**config.mk**
```make
export PLATFORM = sky130hd
export DESIGN_NAME = ssdm_front
export DESIGN_NICKNAME = d
export VERILOG_FILES = /design/src/rtl/ssdm_pkg.sv /design/src/rtl/ssdm_front.sv
export SDC_FILE = /design/constraint.sdc
export NUM_CORES = 1
export LEC_CHECK = 0
export ABC_AREA = 1
export BUFFER_PORTS_ARGS = -buffer_cell sky130_fd_sc_hd__clkbuf_2
export CAP_MARGIN = 20
export CORE_MARGIN = 2
export CORE_UTILIZATION = 49
export DETAILED_ROUTE_END_ITERATION = 6
export PLACE_DENSITY = 0.83
export SYNTH_ARGS = -nofsm -noshare
export SYNTH_HDL_FRONTEND = slang
export SYNTH_SLANG_ARGS = --single-unit
```
**constraint.sdc**
```tcl
create_clock -name aclk -period 1.8 [get_ports aclk]
set_input_delay 0.36 -clock aclk [delete_from_list [all_inputs] [get_ports aclk]]
set_output_delay 0.36 -clock aclk [all_outputs]
set_load 0.01 [all_outputs]
```
**src/rtl/ssdm_pkg.sv**
```systemverilog
// shared types and constants for the stream suffix dictionary matcher
`timescale 1ns / 1ps

package ssdm_pkg;

    localparam int NODE_COUNT    = 1024;
    localparam int MAX_LEN       = 32;
    localparam int ALPHABET_SIZE = 26;

    localparam int LETTER_W = 5;
    localparam int STATUS_W = 2;
    localparam int NODE_W   = $clog2(NODE_COUNT);
    localparam int CNT_W    = $clog2(NODE_COUNT + 1);
    localparam int LEN_W    = $clog2(MAX_LEN + 1);
    localparam int POS_W    = $clog2(MAX_LEN);

    localparam int QDEPTH  = 2;
    localparam int QPTR_W  = $clog2(QDEPTH);
    localparam int QCNT_W  = $clog2(QDEPTH + 1);

    localparam logic [STATUS_W-1:0] STATUS_OK   = 2'd0;
    localparam logic [STATUS_W-1:0] STATUS_FULL = 2'd1;
    localparam logic [STATUS_W-1:0] STATUS_LONG = 2'd2;

    typedef enum logic [1:0] {
        CMD_INSERT,
        CMD_SKIP,
        CMD_QUERY
    } cmd_kind_t;

    typedef struct packed {
        cmd_kind_t             kind;
        logic [LETTER_W-1:0]   letter;
        logic                  last;
    } cmd_t;

    typedef struct packed {
        logic                                  mark;
        logic [ALPHABET_SIZE-1:0][NODE_W-1:0]  child;
    } trie_row_t;

    typedef enum logic [2:0] {
        ST_CLEAR,
        ST_IDLE,
        ST_Q_WALK,
        ST_I_LOOK,
        ST_I_NEW,
        ST_I_MARK
    } back_state_t;

endpackage

```
**src/rtl/ssdm_front.sv**
```systemverilog
// input classifier and command queue of the suffix matcher
`timescale 1ns / 1ps

module ssdm_front import ssdm_pkg::*; (
    input  logic                aclk,
    input  logic                aresetn,
    input  logic                s_tvalid,
    output logic                s_tready,
    input  logic [7:0]          s_tdata,   // [4:0] letter, [7:5] zero
    input  logic                s_tlast,
    input  logic                s_tuser,   // [0] req_type
    input  logic                init_done,
    output logic                cmd_valid,
    output cmd_t                cmd,
    input  logic                cmd_pop
);

    cmd_t                queue_reg [QDEPTH];
    logic [QPTR_W-1:0]   wr_ptr_reg, wr_ptr_next;
    logic [QPTR_W-1:0]   rd_ptr_reg, rd_ptr_next;
    logic [QCNT_W-1:0]   count_reg, count_next;
    logic                push;
    logic                pop;
    cmd_t                beat_cmd;
    logic [LETTER_W-1:0] beat_letter;

    assign beat_letter = s_tdata[LETTER_W-1:0];

    // out-of-range insert letters are dropped, word_end included
    always_comb begin
        beat_cmd.letter = beat_letter;
        beat_cmd.last   = s_tlast;
        if (s_tuser) begin
            beat_cmd.kind = CMD_QUERY;
        end else if (beat_letter >= LETTER_W'(ALPHABET_SIZE)) begin
            beat_cmd.kind = CMD_SKIP;
        end else begin
            beat_cmd.kind = CMD_INSERT;
        end
    end

    assign s_tready  = init_done && (count_reg != QCNT_W'(QDEPTH));
    assign push      = s_tvalid && s_tready;
    assign cmd_valid = (count_reg != '0);
    assign cmd       = queue_reg[rd_ptr_reg];
    assign pop       = cmd_pop && cmd_valid;

    always_comb begin
        wr_ptr_next = push ? wr_ptr_reg + 1'b1 : wr_ptr_reg;
        rd_ptr_next = pop ? rd_ptr_reg + 1'b1 : rd_ptr_reg;
        count_next  = count_reg;
        if (push && !pop) begin
            count_next = count_reg + 1'b1;
        end else if (pop && !push) begin
            count_next = count_reg - 1'b1;
        end
    end

    always_ff @(posedge aclk) begin
        if (!aresetn) begin
            wr_ptr_reg <= '0;
            rd_ptr_reg <= '0;
            count_reg  <= '0;
        end else begin
            wr_ptr_reg <= wr_ptr_next;
            rd_ptr_reg <= rd_ptr_next;
            count_reg  <= count_next;
        end
    end

    always_ff @(posedge aclk) begin
        if (push) begin
            queue_reg[wr_ptr_reg] <= beat_cmd;
        end
    end

    a_count_bound: assert property (@(posedge aclk) disable iff (!aresetn)
        count_reg <= QCNT_W'(QDEPTH))
        else $error("command queue count out of range");

    a_no_push_when_full: assert property (@(posedge aclk) disable iff (!aresetn)
        (count_reg == QCNT_W'(QDEPTH) && !pop) |=> count_reg == QCNT_W'(QDEPTH))
        else $error("command queue lost an entry while full");

    a_pop_moves_ptr: assert property (@(posedge aclk) disable iff (!aresetn)
        pop |=> rd_ptr_reg == $past(rd_ptr_reg) + 1'b1)
        else $error("read pointer did not advance on pop");

endmodule

```
==> results.toml <==
[timing]
hold_viol = 0
layout_min_cycle_time_ps = 1720
hold_ws_ps = 249
finalCritPeriodShare_pct = 95.5
fin_tns_setup_ps = 0
rsz0062_at_grt = "no"
final_max_slew_viol_count = 0
tightest_slew_ps = 344
fin_skew_ps = 4.20
finalSetupViolations = 0
slew-limit-headroom_pct = 77.0
max_freq_ghz = 0.582

[yosys]
ys_seq_area_share_pct = 67.5
synthAdderAreaFrac_pct = 1.46
synth_seq_cells = 21
synth_top_area_share_pct = 55.9
synth_warnings = 0
synthMuxAreaShare_pct = 10.5
syn_nets = 84
synth_compound_area_share_pct = 2.91
synth_common_cells = "edfxtp_1 (16), nand2_1 (10), inv_1 (9)"
synth_top_family_by_area = "simple AND/OR/NAND/NOR gates"
synth.distinct_cells = 18
synth_most_common_cell = "edfxtp_1"
postSynthCellCount = 68
yosys.area.top_type = "edfxtp_1"
synth_area_leaders = "edfxtp_1 (56%), dfxtp_1 (12%), mux2_2 (10%)"
synth_ff_type = "edfxtp_1"
synthXorXnorAreaFrac_pct = 0
async_flop_share_pct = 0
syn-cell-area_sq_um = 860
synth_area_per_cell_sq_um = 12.6
synth-edff-count = 16
synthSimpleGateAreaFrac_pct = 11.9

[pwr]
p_per_area_nw_per_um2 = 1070
p_leak_nw = 0.441
vdd_drop_max_mv = 0.532

[grt]
antenna_found_initial = 0
grt_pass1_vias = 556
grt_max_degree = 13
grt_pass1_wl_mm = 2.21
overflow = 0
grt_use_total_pct = 16.2

[clocking]
cts_buffers = 3
hold_buffers = 0
cts_tree = "built"
clock_path_buffers = 2
h-tree-depth = 1
root_buffer = "clkbuf_4"
cts_resized = 0
clkTransAtPathRegs_ps = 110
clkSinkCount = 21
worstSkewPairLatency_ps = 300
post_cts_buffers = 0

[route]
post_drt_wl_per_cell_microns = 13.1
route.met3.wl_microns = 74
drc = 0
top_layer = "met4"
met1_length_microns = 573
viasPerCell = 5.14
drtPass1Iterations = 4
wl_mm = 1.44
ant_nets = 0
drt_iter0_drc = 11
vias = 565
met2WireLength_microns = 743

[worst_setup_path]
arrival_ps = 1360
start_kind = "flip-flop"
cp.required_ps = 1440
criticalPathCategory = "reg -> out"
critPathMaxFanout = 8
worstSetupEndpointType = "primary output"
ff2ff_setup_slack_ps = 430

[die]
die_y_microns = 45.9
dieArea_sq_um = 2110
ios = 25
die_w_microns = 45.9
start_util_pct = 50.9
core_area_sq_um = 1690
num_rows = 15

[cells_and_area]
largest_reg_flops = 16
layout-drive-gt1-share_pct = 39.8
utilization_pct = 59.8
fin_nets = 110
area_delta_synth_final_pct = 17.5
antennaDiodeCount = 0

[place]
dp_hpwl_mm = 1.10
place_congestion = 0.696
port_buffers = 21

[outcome]
status = "finished, final reports clean"

[job]
maxCapViolations = 0

[hold_path]
min_path_type = "in -> reg"
[through the flow]
stage                     instances  total power, mW  instance area (sq um)  worst slack [ps]
after global placement          106            0.859                    982               426
after CTS                       110             1.10                   1010              50.3
final                           110             1.08                   1010              81.5
after floorplan                  68            0.791                    860               519
after global routing            110             1.15                   1010              6.05
after detailed placement        106            0.878                    982               406
[worst paths after layout]
kind         depth (start not counted)         endpoint         start
min                                  1  queue_reg[1][1]    s_tdata[0]
max reg2reg                          8     count_reg[1]  count_reg[1]
min reg2reg                          2       rd_ptr_reg    rd_ptr_reg
max                                  2           cmd[3]     flip-flop
[kinds of logic after synthesis]
logic type                 count (synthesis)
and+or+nand+nor                           23
adders and majority gates                  1
buffers and inverters                     11
AOI/OAI and AO/OA                          4
DFF                                       21
muxes                                      8
[power by group]
part	internal, mW	switching, mW	leakage [nW]	total (mW)
combinational	0.118	0.139	0.235	0.257
clock	0.0829	0.135	0.0177	0.218
sequential	0.570	0.0384	0.188	0.608
total	0.771	0.312	0.441	1.08
[layout make-up]
class / instances / area [sq um]
Tap cell: 17 / 21.3
Clock inverter: 1 / 5.00
Sequential cell: 21 / 581
Fill cell: 144 / 679
Timing Repair Buffer: 22 / 113
Inverter: 10 / 37.5
Multi-Input combinational cell: 36 / 230
Clock buffer: 3 / 22.5
[layout by cell type (no fill, tap or decap), types with 2 or more instances in the layout]
cell      netlist  routed
clkbuf_2        0      21
clkbuf_4        0       3
dfxtp_1         5       5
edfxtp_1       16      16
inv_1           9       9
mux2_2          8       8
nand2_1        10      10
nand4_1         2       2
nor2_1          7       7
[critical path, cell delays in order, from the launching register on]
cell	delay, ps
dfxtp_1	540
mux2_2	390
clkbuf_2	130
[routing by layer]
layer	track usage, %	up-vias
li1	-	281
met5	0	-
met1	14.3	258
met4	12.0	0
met3	3.97	5
met2	30.6	21
Power figures use the tool's default switching activity.
